===== src/hw/rtl/assert_macros.svh =====
// ---------------------------------------------------------------------------
// assert_macros.svh
// Concurrent assertion macros shared by the RTL. Define ASSERT_OFF to drop
// every check from the build.
// ---------------------------------------------------------------------------
`ifndef ASSERT_MACROS_SVH
`define ASSERT_MACROS_SVH

`ifndef ASSERT_OFF

// Clocked check, masked while reset is asserted (active low).
`define ASSERT_CHK(lbl, clk, rstn, prop, msg) \
  lbl: assert property (@(posedge clk) disable iff (!(rstn)) prop) else $error(msg);

// Clocked check that also holds during reset.
`define ASSERT_CHK_NR(lbl, clk, prop, msg) \
  lbl: assert property (@(posedge clk) prop) else $error(msg);

`else

`define ASSERT_CHK(lbl, clk, rstn, prop, msg)
`define ASSERT_CHK_NR(lbl, clk, prop, msg)

`endif

`endif


===== src/hw/rtl/stt_pkg.sv =====
// ---------------------------------------------------------------------------
// stt_pkg
// Types, character codes, token kinds and lookup functions for the
// source text tokenizer.
// ---------------------------------------------------------------------------
`timescale 1ns / 1ps
`default_nettype none

package stt_pkg;

  localparam int LINE_BITS_DEF   = 16;
  localparam int COLUMN_BITS_DEF = 16;

  localparam int CHAR_W  = 8;
  localparam int KIND_W  = 5;
  localparam int FIELD_W = 16;
  localparam int PREFIX_W = 40;

  localparam logic [FIELD_W-1:0] LEN_MAX = 16'hFFFF;

  // Output queue depth; one beat may push two results.
  localparam int FIFO_DEPTH = 4;
  localparam int FIFO_PTR_W = $clog2(FIFO_DEPTH);
  localparam int FIFO_CNT_W = $clog2(FIFO_DEPTH + 1);

  // Character codes
  localparam logic [7:0] CH_NL      = 8'h0A;
  localparam logic [7:0] CH_SPACE   = 8'h20;
  localparam logic [7:0] CH_BANG    = 8'h21;
  localparam logic [7:0] CH_DQUOTE  = 8'h22;
  localparam logic [7:0] CH_HASH    = 8'h23;
  localparam logic [7:0] CH_PERCENT = 8'h25;
  localparam logic [7:0] CH_AMP     = 8'h26;
  localparam logic [7:0] CH_SQUOTE  = 8'h27;
  localparam logic [7:0] CH_LPAREN  = 8'h28;
  localparam logic [7:0] CH_RPAREN  = 8'h29;
  localparam logic [7:0] CH_STAR    = 8'h2A;
  localparam logic [7:0] CH_PLUS    = 8'h2B;
  localparam logic [7:0] CH_MINUS   = 8'h2D;
  localparam logic [7:0] CH_SLASH   = 8'h2F;
  localparam logic [7:0] CH_SEMI    = 8'h3B;
  localparam logic [7:0] CH_LT      = 8'h3C;
  localparam logic [7:0] CH_EQ      = 8'h3D;
  localparam logic [7:0] CH_GT      = 8'h3E;
  localparam logic [7:0] CH_LBRACE  = 8'h7B;
  localparam logic [7:0] CH_PIPE    = 8'h7C;
  localparam logic [7:0] CH_RBRACE  = 8'h7D;

  // Keyword prefixes, first byte highest
  localparam logic [PREFIX_W-1:0] KW_IF    = 40'h00_0000_6966;
  localparam logic [PREFIX_W-1:0] KW_ELSE  = 40'h00_656C_7365;
  localparam logic [PREFIX_W-1:0] KW_WHILE = 40'h77_6869_6C65;
  localparam logic [PREFIX_W-1:0] KW_FOR   = 40'h00_0066_6F72;
  localparam logic [PREFIX_W-1:0] KW_TRUE  = 40'h00_7472_7565;
  localparam logic [PREFIX_W-1:0] KW_FALSE = 40'h66_616C_7365;
  localparam logic [PREFIX_W-1:0] KW_VAR   = 40'h00_0076_6172;
  localparam logic [PREFIX_W-1:0] KW_PRINT = 40'h70_7269_6E74;
  localparam logic [FIELD_W-1:0]  KW_MAX_LEN = 16'd5;

  typedef enum logic [KIND_W-1:0] {
    K_UNKNOWN = 5'd0,  K_SEMI    = 5'd1,  K_NUMBER  = 5'd2,  K_PLUS    = 5'd3,
    K_MINUS   = 5'd4,  K_STAR    = 5'd5,  K_SLASH   = 5'd6,  K_LPAREN  = 5'd7,
    K_RPAREN  = 5'd8,  K_ASSIGN  = 5'd9,  K_PERCENT = 5'd10, K_STRING  = 5'd11,
    K_CHAR    = 5'd12, K_COMMENT = 5'd13, K_LT      = 5'd14, K_GT      = 5'd15,
    K_NE      = 5'd16, K_LE      = 5'd17, K_GE      = 5'd18, K_AND     = 5'd19,
    K_OR      = 5'd20, K_EQ      = 5'd21, K_LBRACE  = 5'd22, K_RBRACE  = 5'd23,
    K_IF      = 5'd24, K_ELSE    = 5'd25, K_WHILE   = 5'd26, K_FOR     = 5'd27,
    K_BOOL    = 5'd28, K_VAR     = 5'd29, K_PRINT   = 5'd30, K_IDENT   = 5'd31
  } kind_t;

  typedef enum logic [8:0] {
    MODE_START = 9'b000000001,
    MODE_IDLE  = 9'b000000010,
    MODE_NUM   = 9'b000000100,
    MODE_IDENT = 9'b000001000,
    MODE_STR   = 9'b000010000,
    MODE_CHR   = 9'b000100000,
    MODE_COMM  = 9'b001000000,
    MODE_SKIP  = 9'b010000000,
    MODE_OP    = 9'b100000000
  } mode_t;

  // What closing the open token would report
  typedef struct packed {
    logic               valid;
    kind_t              kind;
    logic [FIELD_W-1:0] len;
  } flush_t;

  typedef struct packed {
    kind_t              kind;
    logic [FIELD_W-1:0] start;
    logic [FIELD_W-1:0] len;
  } res_t;

  typedef struct packed {
    logic [KIND_W-1:0]  token_kind;
    logic [FIELD_W-1:0] line_number;
    logic [FIELD_W-1:0] start_column;
    logic [FIELD_W-1:0] symbol_length;
    logic               last_of_run;
  } out_beat_t;

  function automatic logic is_digit(input logic [7:0] c);
    return (c >= 8'h30) && (c <= 8'h39);
  endfunction

  function automatic logic is_alpha(input logic [7:0] c);
    return ((c >= 8'h61) && (c <= 8'h7A)) || ((c >= 8'h41) && (c <= 8'h5A));
  endfunction

  function automatic kind_t ident_kind(input logic [FIELD_W-1:0] len,
                                       input logic [PREFIX_W-1:0] prefix);
    kind_t k;
    k = K_IDENT;
    if (len <= KW_MAX_LEN) begin
      case (prefix)
        KW_IF:    k = K_IF;
        KW_ELSE:  k = K_ELSE;
        KW_WHILE: k = K_WHILE;
        KW_FOR:   k = K_FOR;
        KW_TRUE:  k = K_BOOL;
        KW_FALSE: k = K_BOOL;
        KW_VAR:   k = K_VAR;
        KW_PRINT: k = K_PRINT;
        default:  k = K_IDENT;
      endcase
    end
    return k;
  endfunction

  function automatic kind_t single_op_kind(input logic [7:0] a);
    kind_t k;
    case (a)
      CH_LT:   k = K_LT;
      CH_GT:   k = K_GT;
      CH_EQ:   k = K_ASSIGN;
      default: k = K_UNKNOWN;
    endcase
    return k;
  endfunction

  function automatic kind_t pair_kind(input logic [7:0] a, input logic [7:0] b);
    kind_t k;
    k = K_UNKNOWN;
    if (b == CH_EQ) begin
      case (a)
        CH_LT:   k = K_LE;
        CH_GT:   k = K_GE;
        CH_BANG: k = K_NE;
        CH_EQ:   k = K_EQ;
        default: k = K_UNKNOWN;
      endcase
    end
    if ((a == CH_AMP) && (b == CH_AMP))   k = K_AND;
    if ((a == CH_PIPE) && (b == CH_PIPE)) k = K_OR;
    return k;
  endfunction

  function automatic flush_t flush_info(input mode_t mode,
                                        input logic [FIELD_W-1:0] len,
                                        input logic [PREFIX_W-1:0] prefix,
                                        input logic [7:0] pend);
    flush_t f;
    f.valid = 1'b1;
    f.kind  = K_UNKNOWN;
    f.len   = len;
    case (mode)
      MODE_NUM:   f.kind = K_NUMBER;
      MODE_IDENT: f.kind = ident_kind(len, prefix);
      MODE_STR:   f.kind = K_STRING;
      MODE_CHR:   f.kind = K_CHAR;
      MODE_COMM:  f.kind = K_COMMENT;
      MODE_OP: begin
        f.kind = single_op_kind(pend);
        f.len  = (f.kind == K_UNKNOWN) ? '0 : FIELD_W'(1);
      end
      default: begin
        f.valid = 1'b0;
        f.len   = '0;
      end
    endcase
    return f;
  endfunction

endpackage

`default_nettype wire


===== src/hw/rtl/stt_in_if.sv =====
// ---------------------------------------------------------------------------
// stt_in_if
// Byte channel into the tokenizer: valid/ready with one source byte a beat.
// ---------------------------------------------------------------------------
`timescale 1ns / 1ps
`default_nettype none

interface stt_in_if;
  logic                        valid;
  logic                        ready;
  logic [stt_pkg::CHAR_W-1:0]  char_code;
  logic                        end_of_input;

  modport source (output valid, output char_code, output end_of_input, input ready);
  modport sink   (input valid, input char_code, input end_of_input, output ready);
endinterface

`default_nettype wire


===== src/hw/rtl/stt_out_if.sv =====
// ---------------------------------------------------------------------------
// stt_out_if
// Token channel out of the tokenizer: valid/ready with one token a beat.
// ---------------------------------------------------------------------------
`timescale 1ns / 1ps
`default_nettype none

interface stt_out_if;
  logic                         valid;
  logic                         ready;
  logic [stt_pkg::KIND_W-1:0]   token_kind;
  logic [stt_pkg::FIELD_W-1:0]  line_number;
  logic [stt_pkg::FIELD_W-1:0]  start_column;
  logic [stt_pkg::FIELD_W-1:0]  symbol_length;
  logic                         last_of_run;

  modport source (output valid, output token_kind, output line_number, output start_column,
                  output symbol_length, output last_of_run, input ready);
  modport sink   (input valid, input token_kind, input line_number, input start_column,
                  input symbol_length, input last_of_run, output ready);
endinterface

`default_nettype wire


===== src/hw/rtl/source_text_tokenizer.sv =====
// ---------------------------------------------------------------------------
// source_text_tokenizer
// Streaming lexer: source bytes in, tokens (kind, line, column, length) out.
// ---------------------------------------------------------------------------
// Usage:
//   in_ch  takes one source byte a beat; end_of_input marks the last byte of
//          a text. After that byte any open token is closed and the line and
//          column counters start over.
//   out_ch gives one token a beat. One byte yields zero, one or two tokens;
//          last_of_run is set on the final token that a byte produced.
// Output: tokens land in a four-entry output queue, and out_ch shows its head.
// Throughput: one byte per cycle while in_ch is ready. The mode, counters
//   and token bookkeeping update from the byte. in_ch.ready is low while
//   fewer than two queue entries are free, so bytes that yield two tokens
//   each run at most at the drain rate.
// Stall: when out_ch.ready is low the queue fills, then in_ch.ready drops;
//   no token is lost or repeated.
// Reset (rst_n low, synchronous): queue emptied, line back to one, column
//   and token state cleared, lexer at the start of a line.
// ---------------------------------------------------------------------------
`timescale 1ns / 1ps
`default_nettype none

`include "assert_macros.svh"

module source_text_tokenizer #(
  parameter int LINE_BITS   = stt_pkg::LINE_BITS_DEF,
  parameter int COLUMN_BITS = stt_pkg::COLUMN_BITS_DEF
) (
  input  wire           clk,
  input  wire           rst_n,
  stt_in_if.sink        in_ch,
  stt_out_if.source     out_ch
);

  localparam int FW = stt_pkg::FIELD_W;
  localparam int PW = stt_pkg::FIFO_PTR_W;
  localparam int CW = stt_pkg::FIFO_CNT_W;

  // Lexer state
  stt_pkg::mode_t                  mode_r, mode_stp, mode_nxt;
  logic [LINE_BITS-1:0]            line_r, line_stp, line_nxt;
  logic [COLUMN_BITS-1:0]          col_r, col_stp, col_nxt;
  logic [COLUMN_BITS-1:0]          start_r, start_stp, start_nxt;
  logic [FW-1:0]                   len_r, len_stp, len_nxt;
  logic [stt_pkg::PREFIX_W-1:0]    prefix_r, prefix_stp, prefix_nxt;
  logic [7:0]                      pend_r, pend_stp, pend_nxt;

  // Output queue
  stt_pkg::out_beat_t              fifo_r [stt_pkg::FIFO_DEPTH];
  logic [PW-1:0]                   wr_ptr_r, rd_ptr_r;
  logic [CW-1:0]                   count_r;

  logic                            in_fire, pop;
  logic [7:0]                      ch;
  logic                            a_v, b_v, c_v, do_begin;
  stt_pkg::res_t                   a_res, b_res, c_res, r0, r1;
  stt_pkg::flush_t                 fl_cur, fl_stp;
  stt_pkg::kind_t                  pk;
  logic [1:0]                      res_n, push_n;
  logic [FW-1:0]                   line_out;
  stt_pkg::out_beat_t              beat0, beat1, head;

  function automatic logic [FW-1:0] clamp_line(input logic [LINE_BITS-1:0] v);
    logic [31:0] w;
    w = 32'(v);
    return (w > 32'h0000_FFFF) ? 16'hFFFF : w[FW-1:0];
  endfunction

  function automatic logic [FW-1:0] clamp_col(input logic [COLUMN_BITS-1:0] v);
    logic [31:0] w;
    w = 32'(v);
    return (w > 32'h0000_FFFF) ? 16'hFFFF : w[FW-1:0];
  endfunction

  function automatic logic [FW-1:0] grow(input logic [FW-1:0] v);
    return (v == stt_pkg::LEN_MAX) ? v : v + FW'(1);
  endfunction

  assign in_fire     = in_ch.valid && in_ch.ready;
  assign pop         = out_ch.valid && out_ch.ready;
  assign in_ch.ready = (count_r < CW'(stt_pkg::FIFO_DEPTH - 1));
  assign ch          = in_ch.char_code;

  // One byte: step the open token, start a new one if needed, then flush
  // on end of input.
  always_comb begin
    mode_stp   = mode_r;
    line_stp   = line_r;
    col_stp    = col_r;
    start_stp  = start_r;
    len_stp    = len_r;
    prefix_stp = prefix_r;
    pend_stp   = pend_r;
    a_v        = 1'b0;
    b_v        = 1'b0;
    do_begin   = 1'b0;
    fl_cur     = stt_pkg::flush_info(mode_r, len_r, prefix_r, pend_r);
    pk         = stt_pkg::pair_kind(pend_r, ch);
    a_res      = '{kind: fl_cur.kind, start: clamp_col(start_r), len: fl_cur.len};
    b_res      = '{kind: stt_pkg::K_UNKNOWN, start: clamp_col(col_r), len: '0};

    if (ch == stt_pkg::CH_NL) begin
      a_v      = fl_cur.valid;
      mode_stp = stt_pkg::MODE_START;
      col_stp  = '0;
      if (line_r != {LINE_BITS{1'b1}}) line_stp = line_r + LINE_BITS'(1);
    end else begin
      case (mode_r)
        stt_pkg::MODE_SKIP: ;
        stt_pkg::MODE_START: begin
          if (ch == stt_pkg::CH_HASH) mode_stp = stt_pkg::MODE_SKIP;
          else do_begin = 1'b1;
        end
        stt_pkg::MODE_NUM: begin
          if (stt_pkg::is_digit(ch)) begin
            len_stp = grow(len_r);
          end else begin
            a_v      = 1'b1;
            do_begin = 1'b1;
          end
        end
        stt_pkg::MODE_IDENT: begin
          if (stt_pkg::is_alpha(ch) || stt_pkg::is_digit(ch)) begin
            if (len_r < stt_pkg::KW_MAX_LEN) prefix_stp = {prefix_r[31:0], ch};
            len_stp = grow(len_r);
          end else begin
            a_v      = 1'b1;
            do_begin = 1'b1;
          end
        end
        stt_pkg::MODE_STR: begin
          if (ch == stt_pkg::CH_DQUOTE) begin
            a_v      = 1'b1;
            mode_stp = stt_pkg::MODE_IDLE;
          end else begin
            len_stp = grow(len_r);
          end
        end
        stt_pkg::MODE_CHR: begin
          if (ch == stt_pkg::CH_SQUOTE) begin
            a_v      = 1'b1;
            mode_stp = stt_pkg::MODE_IDLE;
          end else begin
            len_stp = grow(len_r);
          end
        end
        stt_pkg::MODE_COMM: len_stp = grow(len_r);
        stt_pkg::MODE_OP: begin
          a_v = 1'b1;
          if (pk != stt_pkg::K_UNKNOWN) begin
            a_res.kind = pk;
            a_res.len  = FW'(2);
            mode_stp   = stt_pkg::MODE_IDLE;
          end else begin
            do_begin = 1'b1;
          end
        end
        default: do_begin = 1'b1;
      endcase

      if (do_begin) begin
        mode_stp = stt_pkg::MODE_IDLE;
        b_res.len = FW'(1);
        case (ch)
          stt_pkg::CH_SPACE:   ;
          stt_pkg::CH_SEMI:    begin b_v = 1'b1; b_res.kind = stt_pkg::K_SEMI;    end
          stt_pkg::CH_PLUS:    begin b_v = 1'b1; b_res.kind = stt_pkg::K_PLUS;    end
          stt_pkg::CH_MINUS:   begin b_v = 1'b1; b_res.kind = stt_pkg::K_MINUS;   end
          stt_pkg::CH_STAR:    begin b_v = 1'b1; b_res.kind = stt_pkg::K_STAR;    end
          stt_pkg::CH_SLASH:   begin b_v = 1'b1; b_res.kind = stt_pkg::K_SLASH;   end
          stt_pkg::CH_LPAREN:  begin b_v = 1'b1; b_res.kind = stt_pkg::K_LPAREN;  end
          stt_pkg::CH_RPAREN:  begin b_v = 1'b1; b_res.kind = stt_pkg::K_RPAREN;  end
          stt_pkg::CH_PERCENT: begin b_v = 1'b1; b_res.kind = stt_pkg::K_PERCENT; end
          stt_pkg::CH_LBRACE:  begin b_v = 1'b1; b_res.kind = stt_pkg::K_LBRACE;  end
          stt_pkg::CH_RBRACE:  begin b_v = 1'b1; b_res.kind = stt_pkg::K_RBRACE;  end
          stt_pkg::CH_DQUOTE: begin
            mode_stp  = stt_pkg::MODE_STR;
            start_stp = col_r;
            len_stp   = '0;
          end
          stt_pkg::CH_SQUOTE: begin
            mode_stp  = stt_pkg::MODE_CHR;
            start_stp = col_r;
            len_stp   = '0;
          end
          stt_pkg::CH_HASH: begin
            mode_stp  = stt_pkg::MODE_COMM;
            start_stp = col_r;
            len_stp   = FW'(1);
          end
          stt_pkg::CH_LT, stt_pkg::CH_GT, stt_pkg::CH_BANG,
          stt_pkg::CH_AMP, stt_pkg::CH_PIPE, stt_pkg::CH_EQ: begin
            mode_stp  = stt_pkg::MODE_OP;
            start_stp = col_r;
            len_stp   = FW'(1);
            pend_stp  = ch;
          end
          default: begin
            if (stt_pkg::is_digit(ch)) begin
              mode_stp  = stt_pkg::MODE_NUM;
              start_stp = col_r;
              len_stp   = FW'(1);
            end else if (stt_pkg::is_alpha(ch)) begin
              mode_stp   = stt_pkg::MODE_IDENT;
              start_stp  = col_r;
              len_stp    = FW'(1);
              prefix_stp = {32'h0, ch};
            end else begin
              b_v       = 1'b1;
              b_res.len = '0;
            end
          end
        endcase
      end

      if (col_r != {COLUMN_BITS{1'b1}}) col_stp = col_r + COLUMN_BITS'(1);
    end

    // End of input closes whatever the byte left open
    fl_stp = stt_pkg::flush_info(mode_stp, len_stp, prefix_stp, pend_stp);
    c_v    = in_ch.end_of_input && fl_stp.valid;
    c_res  = '{kind: fl_stp.kind, start: clamp_col(start_stp), len: fl_stp.len};

    if (in_ch.end_of_input) begin
      mode_nxt   = stt_pkg::MODE_START;
      line_nxt   = LINE_BITS'(1);
      col_nxt    = '0;
      start_nxt  = '0;
      len_nxt    = '0;
      prefix_nxt = '0;
      pend_nxt   = '0;
    end else begin
      mode_nxt   = mode_stp;
      line_nxt   = line_stp;
      col_nxt    = col_stp;
      start_nxt  = start_stp;
      len_nxt    = len_stp;
      prefix_nxt = prefix_stp;
      pend_nxt   = pend_stp;
    end
  end

  // Pack up to two results in order
  always_comb begin
    res_n    = {1'b0, a_v} + {1'b0, b_v} + {1'b0, c_v};
    push_n   = in_fire ? res_n : 2'd0;
    r0       = a_v ? a_res : (b_v ? b_res : c_res);
    r1       = (a_v && b_v) ? b_res : c_res;
    line_out = clamp_line(line_r);
    beat0    = '{token_kind: r0.kind, line_number: line_out, start_column: r0.start,
                 symbol_length: r0.len, last_of_run: (res_n == 2'd1)};
    beat1    = '{token_kind: r1.kind, line_number: line_out, start_column: r1.start,
                 symbol_length: r1.len, last_of_run: 1'b1};
  end

  always_ff @(posedge clk) begin
    if (!rst_n) begin
      mode_r   <= stt_pkg::MODE_START;
      line_r   <= LINE_BITS'(1);
      col_r    <= '0;
      start_r  <= '0;
      len_r    <= '0;
      prefix_r <= '0;
      pend_r   <= '0;
    end else if (in_fire) begin
      mode_r   <= mode_nxt;
      line_r   <= line_nxt;
      col_r    <= col_nxt;
      start_r  <= start_nxt;
      len_r    <= len_nxt;
      prefix_r <= prefix_nxt;
      pend_r   <= pend_nxt;
    end
  end

  always_ff @(posedge clk) begin
    if (!rst_n) begin
      wr_ptr_r <= '0;
      rd_ptr_r <= '0;
      count_r  <= '0;
    end else begin
      wr_ptr_r <= wr_ptr_r + PW'(push_n);
      if (pop) rd_ptr_r <= rd_ptr_r + PW'(1);
      count_r  <= count_r + CW'(push_n) - CW'(pop);
    end
  end

  always_ff @(posedge clk) begin
    if (push_n != 2'd0) fifo_r[wr_ptr_r] <= beat0;
    if (push_n == 2'd2) fifo_r[wr_ptr_r + PW'(1)] <= beat1;
  end

  assign head                 = fifo_r[rd_ptr_r];
  assign out_ch.valid         = (count_r != '0);
  assign out_ch.token_kind    = head.token_kind;
  assign out_ch.line_number   = head.line_number;
  assign out_ch.start_column  = head.start_column;
  assign out_ch.symbol_length = head.symbol_length;
  assign out_ch.last_of_run   = head.last_of_run;

  // Checks
  `ASSERT_CHK(a_eoi_restart, clk, rst_n, (in_fire && in_ch.end_of_input) |=> (line_r == LINE_BITS'(1) && col_r == '0 && mode_r == stt_pkg::MODE_START), "counters not restarted after end of input")
  `ASSERT_CHK(a_push_visible, clk, rst_n, (push_n != 2'd0) |=> out_ch.valid, "pushed token not presented")
  `ASSERT_CHK(a_no_overflow, clk, rst_n, count_r <= CW'(stt_pkg::FIFO_DEPTH), "output queue overflow")

endmodule

`default_nettype wire


===== src/flat_wrapper.sv =====
// flat-port wrapper written by rule: the top's interface ports become plain ports
module source_text_tokenizer_flat 
#(
  parameter int LINE_BITS   = stt_pkg::LINE_BITS_DEF,
  parameter int COLUMN_BITS = stt_pkg::COLUMN_BITS_DEF
)
  (clk, rst_n, in_ch_valid, in_ch_char_code, in_ch_end_of_input, in_ch_ready, out_ch_valid, out_ch_token_kind, out_ch_line_number, out_ch_start_column, out_ch_symbol_length, out_ch_last_of_run, out_ch_ready);
  stt_in_if in_ch_i ();
  stt_out_if out_ch_i ();
  input  wire clk;
  input  wire rst_n;
  input wire logic [$bits(in_ch_i.valid)-1:0] in_ch_valid;
  input wire logic [$bits(in_ch_i.char_code)-1:0] in_ch_char_code;
  input wire logic [$bits(in_ch_i.end_of_input)-1:0] in_ch_end_of_input;
  output wire logic [$bits(in_ch_i.ready)-1:0] in_ch_ready;
  output wire logic [$bits(out_ch_i.valid)-1:0] out_ch_valid;
  output wire logic [$bits(out_ch_i.token_kind)-1:0] out_ch_token_kind;
  output wire logic [$bits(out_ch_i.line_number)-1:0] out_ch_line_number;
  output wire logic [$bits(out_ch_i.start_column)-1:0] out_ch_start_column;
  output wire logic [$bits(out_ch_i.symbol_length)-1:0] out_ch_symbol_length;
  output wire logic [$bits(out_ch_i.last_of_run)-1:0] out_ch_last_of_run;
  input wire logic [$bits(out_ch_i.ready)-1:0] out_ch_ready;
  assign in_ch_i.valid = in_ch_valid;
  assign in_ch_i.char_code = in_ch_char_code;
  assign in_ch_i.end_of_input = in_ch_end_of_input;
  assign in_ch_ready = in_ch_i.ready;
  assign out_ch_valid = out_ch_i.valid;
  assign out_ch_token_kind = out_ch_i.token_kind;
  assign out_ch_line_number = out_ch_i.line_number;
  assign out_ch_start_column = out_ch_i.start_column;
  assign out_ch_symbol_length = out_ch_i.symbol_length;
  assign out_ch_last_of_run = out_ch_i.last_of_run;
  assign out_ch_i.ready = out_ch_ready;
  source_text_tokenizer #(.LINE_BITS(LINE_BITS), .COLUMN_BITS(COLUMN_BITS)) u_core (.clk(clk), .rst_n(rst_n), .in_ch(in_ch_i), .out_ch(out_ch_i));
endmodule

===== config.mk =====
export PLATFORM = sky130hd
export DESIGN_NAME = source_text_tokenizer_flat
export DESIGN_NICKNAME = d
export VERILOG_FILES = /design/src/hw/rtl/stt_pkg.sv /design/src/hw/rtl/stt_in_if.sv /design/src/hw/rtl/stt_out_if.sv /design/src/hw/rtl/source_text_tokenizer.sv /design/src/flat_wrapper.sv
export VERILOG_INCLUDE_DIRS = /design/src /design/src/hw/rtl
export SDC_FILE = /design/constraint.sdc
export NUM_CORES = 1
export LEC_CHECK = 0
export BUFFER_PORTS_ARGS = -buffer_cell sky130_fd_sc_hd__buf_2
export CAP_MARGIN = 10
export CELL_PAD_IN_SITES_DETAIL_PLACEMENT = 1
export CELL_PAD_IN_SITES_GLOBAL_PLACEMENT = 1
export CORE_MARGIN = 4
export CORE_UTILIZATION = 45
export DETAILED_ROUTE_END_ITERATION = 7
export PLACE_DENSITY_LB_ADDON = 0.3
export SLEW_MARGIN = 20
export SYNTH_ARGS = -nofsm -noshare
export SYNTH_HDL_FRONTEND = slang
export SYNTH_SLANG_ARGS = --single-unit

===== constraint.sdc =====
create_clock -name clk -period 7.8 [get_ports clk]
set_input_delay 1.56 -clock clk [delete_from_list [all_inputs] [get_ports clk]]
set_output_delay 1.56 -clock clk [all_outputs]
set_load 0.01 [all_outputs]

Word-level counts from Yosys, hierarchy flattened
Memory sizes are Yosys's and may differ from the RTL's. A register that Yosys moved wholly into a read port is not among the register bits.
Index checks and enable logic that the tools add are counted.

word-level totals
  flip-flop bits (word level) = 128
  RAM bits = 216
  input port bits = 13
  memories = 1

memories
  name           words  bits a word  read ports  clocked after memory_dff  write ports  RTL line                     source
  u_core.fifo_r  4      54           1           1                         2            source_text_tokenizer.sv:50  stt_pkg::out_beat_t fifo_r [stt_pkg::FIFO_DEPTH];

cells by class
  $add $sub $neg = 10
  $lt $le $gt $ge = 10
  eq/ne operators = 65
  muxes and demuxes = 107
  reductions and logical operators = 36

operators by type and width
  operator                                                          number
  two-way mux 16 bit                                                28
  two-way mux 40 bit                                                9
  == test 40 x 39 -> 1 bit (second input constant)                  6
  == test 8 x 6 -> 1 bit (second input constant)                    25
  == test 40 x 23 -> 1 bit (second input constant)                  4
  == test 40 x 31 -> 1 bit (second input constant)                  4
  two-way mux 37 bit                                                3
  case mux 16 bit (2 select lines)                                  3
  == test 40 x 15 -> 1 bit (second input constant)                  2
  case mux 16 bit (5 select lines)                                  1
  two-way mux 9 bit                                                 8
  two-way mux 5 bit                                                 12
  case mux 5 bit (6 select lines)                                   2
  case mux 5 bit (10 select lines)                                  1
  adder 16 x 1 -> 16 bit (second input constant)                    3
  case mux 16 bit (3 select lines)                                  1
  case mux 9 bit (5 select lines)                                   1
  case mux 3 bit (7 select lines)                                   2
  case mux 9 bit (4 select lines)                                   1
  == test 8 x 7 -> 1 bit (second input constant)                    4
  less-or-equal comparator 16 x 3 -> 1 bit (second input constant)  2
  two-way mux 8 bit                                                 4
  inequality test 16 bit (second input constant)                    2
  case mux 4 bit (3 select lines)                                   2
  47 further kinds                                                  98

Depth between registers and ports, before layout
  word-level depth = 20
  gate-level depth with buffers = 23

Worst setup path before layout
No wires, ideal clock.

  path type = input -> register
  start point = in in_ch_char_code[4]
  end point = mem u_core.fifo_r[0][10] in the netlist's numbering (enable)
  setup time = 0.435 ns
  arrival time = 7.483 ns
  required time = 7.365 ns
  setup slack = -0.118 ns
  stages = 19
  cell sequence = buf_2 -> nand4b_1 -> or4_4 -> o311ai_4 -> o21a_4 -> buf_6 -> nand2_2 -> buf_2 -> o21ai_0 -> nor3_1 -> nand2_1 -> clkbuf_1 -> o21ai_0 -> fa_1 -> nor2_1 -> nand4_1 -> and2_1 -> inv_1 -> clkbuf_1

RTL lines
  item             RTL line                     source
  start, declared  flat_wrapper.sv:13           input wire logic [$bits(in_ch_i.char_code)-1:0] in_ch_char_code;
  end, declared    source_text_tokenizer.sv:50

==> impl_results.md <==
* Vias at roughly 16,000
* Wire length per cell at 25.90 um
* Initial Utilization at around 45%
* CP Buf/Inv Count at 4
* Max-slew violations at 0
* CP max stage delay at a little over 0.6 ns
* Fin area at about 22,000 um^2
* CP Data Arrival Time at between 7 and 8 ns
* Clock Sinks at 346
* Total wire length at 66,500 um
* Req. time, crit path at 8.20 ns
* Hold endpoint: u_core.fifo_r[2][0]
* R2R Path End: u_core.fifo_r[3][7]
* Initial antenna violation count at 0
* Leak at 7.226 nW
* Clock latency on the worst-skew pair at 0.58 ns
* Cell variety after synth at 107
* Count leader, synth: edfxtp_1
* Crit-path cells: buf_2 > inv_1 > or4_4 > o311ai_4 > o21ai_2 > o21ai_4 > o21ai_0 > buf_4 > nor3_1 > nand2_1 > o21ai_0 > fa_1 > a21oi_1 > nand3_1 > nor2_1 > buf_4 > nand2_1 > a21oi_1
* CTS Hold Bufs at 0
* Final Hold Fails at 0
* Core area at 42,980 um^2
* Top FF cell, synth: edfxtp_1
* Final nets at between 1,500 and 2,000
* Vias in the first global route at ~17,000
* ANT cells at 0
* CP max FO at 21
* Setup_tns at 0 ns
* Final setup fails at 0
* Internal power at 3.656 mW
* Crit end category: flop
* Clock-pin transition on the worst setup and hold timing paths at ~0.06 ns
* Worst r2r path cells at 17
* Post-route DRC at 0
* Fin crit period at between 6 and 7 ns
* Crit path launch type: input pin
* Die height at 216.2 um
* Peak VDD IR at approximately 0.18 mV
* Largest net degree at the start of global routing at 58
* Global-route wire length before repair at 102,700 um
* Sw Pwr at approximately 1.8 mW
* HP Class: flop to flop
* Worst reg-to-reg setup slack at 1.73 ns
* Switch share at 33.06%
* Share of layout cells above drive strength 1 at 15.53%
* Worst path slowest cell: or4_4
* H-tree lvl count at 2
* Clk_skew at 0.02644 ns
* Mapped cell area at 19,510 um^2
* Seq pwr share at 40.6%
* Hold path startpoint: u_core.fifo_r[2][0]
* Fill count at 4,784
* Post-route ant nets at 0
* Vias per cell at 6.415
* Area added between synthesis and finish at 10.86%
* First-iteration detailed-routing DRC count at 1,455
* CTS buffer count at 39
* DP Area at 20,410 um^2
* Synth Instances at between 1,500 and 2,000
* Pwr/cell area at 252.6 nW/um^2
* Top delay family on crit path: compound AO/OA/AOI/OAI gates
* Yosys top cell area share at about a third
* Number of flops mapped to enable cells by yosys at 212
* Synth warn at 0
* FP Rows at 76
* Inst Count DP at 2,497
* Max-cap violations at 0
* Cell Count, Final, Fillers Out at ~2,600
* FF+latch count, synth at 346
* Final core occ at 50.32%
* Sequential share of the synthesized area at 46.38%
* Top cells by area, synth: edfxtp_1 (33%), dfxtp_1 (14%), mux4_2 (6.2%)
* Mapped Nets at just under 2,000
* RSZ-0062 raised after global routing: false
* Total gr overflow at 0
* Die area at about 47,000 um^2
* Post-CTS setup buffer count at 0
* Combinational Power Share at 26.6%
* Cells resized by post-CTS repair at 0
* Total track usage at 27.89%
* Critical path type: input pin to flop
* Status: completed
* Power share of the clock group at 32.8%
* Hold path cells at 2
* Worst-margin pin slew at between 0.9 and 1 ns
* DPL Wire Length at 45,470 um
* Headroom to the max-slew limit at 34.50%
* Pre-antenna DRT Iters at 5
* Async SR Flop Fraction at 0%
* Synth cell count leaders: edfxtp_1 (212), nand2_1 (170), dfxtp_1 (134)
* Synthesized area per cell at about 10 um^2
* Buffers added on ports at 68
* CTS tree: done
* CTS Buffer Depth at 3
* Io pins at 69
* Final period util at 87.72%
* Root Driver: clkbuf_16
* Fmax at 0.1462 GHz
* Gpl congestion at 0.9654
* Reg-to-Reg Start: u_core.mode_r[3]
* Die Width at around 220 um
* Yosys top cell by area: edfxtp_1
## per-stage QoR
stage	worst slack (ns)	hold WS (ns)	power (mW)
after floorplan	0.0007572	0.4559	3.148
after global placement	0.8552	0.4654	3.664
after detailed placement	0.5971	0.4781	3.702
after CTS	1.163	0.4899	5.500
after global routing	0.6443	0.5120	5.691
final	0.9582	0.4926	5.463
## power by group through the flow
stage	registers (mW)	clock network, mW	logic (mW)
2_1_floorplan	2.20	0	0.950
3_3_place_gp	2.24	0	1.42
3_5_place_dp	2.26	0	1.44
4_1_cts	2.22	1.83	1.46
5_1_grt	2.23	1.91	1.55
6_report	2.22	1.79	1.46
## cell families after synthesis
group | count (synthesis) | share of synthesized area [%]
xor gates and xnor gates | 29 | 1.302
and+or+nand+nor | 799 | 22.44
AOI/OAI and AO/OA | 498 | 18.27
buffers and inverters | 188 | 3.944
adders and majority gates | 12 | 0.8337
muxes | 65 | 6.830
DFF | 346 | 46.38
## worst register-to-register path: cells and delay by family (launching register included)
| kind | cells | cell delay, ns |
|---|---|---|
| compound gates | 8 | 2.49 |
| fa+ha+maj | 1 | 0.56 |
| buf+inv | 2 | 0.46 |
| flops | 1 | 0.46 |
| simple gates | 6 | 1.93 |
## how the worst max path moves through the flow
stage | start | endpoint | slack, ns | cells past startpoint
CTS | in_ch_char_code[2] | u_core.fifo_r[3][7] | 1.16 | 18
floorplan | in_ch_char_code[4] | u_core.fifo_r[3][10] | 0.0008 | 20
detailed placement | in_ch_char_code[2] | u_core.fifo_r[3][8] | 0.60 | 18
global placement | in_ch_char_code[2] | u_core.fifo_r[3][31] | 0.86 | 17
global route | in_ch_char_code[2] | u_core.fifo_r[3][8] | 0.64 | 18
finish | in_ch_char_code[2] | u_core.fifo_r[3][7] | 0.96 | 18
## registers in the layout (all words and copies together), names as in the netlist, named ones only
signal	flops
u_core.fifo_r	216
u_core.mode_r	9
u_core.wr_ptr_r	2
u_core.pend_r	8
u_core.start_r	16
u_core.prefix_r	40
u_core.line_out	16
u_core.rd_ptr_r	2
u_core.col_r	16
u_core.count_r	3
u_core.len_r	16
## final cells by class
class                      count  area, um^2  area share (%)
multi-input combinational   1403        9698           44.84
sequential                   346        9054           41.86
clock buffer                  50        1037           4.795
timing repair buffer         127       795.8           3.679
tap                          585       732.0           3.384
clock inverter                21       177.7          0.8214
inverter                      36       135.1          0.6247
## cell usage in the layout, fill, tap and decap left out, drive strengths merged, types with 7 or more instances in the layout
master  synthesis  routed
a21oi         113     113
ha              9       9
and2           90      90
a31oi          19      19
nand4          38      38
o21ai          76      76
nor3b          14      14
a22oi          71      71
dfxtp         134     134
nor4           25      25
and4           14      14
nor4b           7       7
xnor2          13      13
o211ai          9       9
o31ai           9       9
nor2          130     130
a211oi         15      15
clkbuf        122      50
mux4           54      54
buf            30     127
xor2           16      16
or4            13      13
o21a            9       9
edfxtp        212     212
or2             7       7
a221oi          7       7
and3           18      18
nand2b         12      12
mux2i           9       9
a21boi         10      10
nand2         172     172
inv            36      41
o22ai          38      38
or3            15      15
clkinv          0      12
nor3           53      53
nand3          72      72
nand4b          9       9
nor2b          91      91
a22o           69      69
## metal layers
metal / track usage (%) / vias up / part of all wire [%]
met5: 0 / - / 0
met4: 7.019 / 0 / 2.5
met3: 5.707 / 108 / 6.7
met2: 44.34 / 576 / 47
met1: 39.44 / 8398 / 44
li1: - / 7392 / -
No activity file was read; power rests on OpenSTA's default activity.
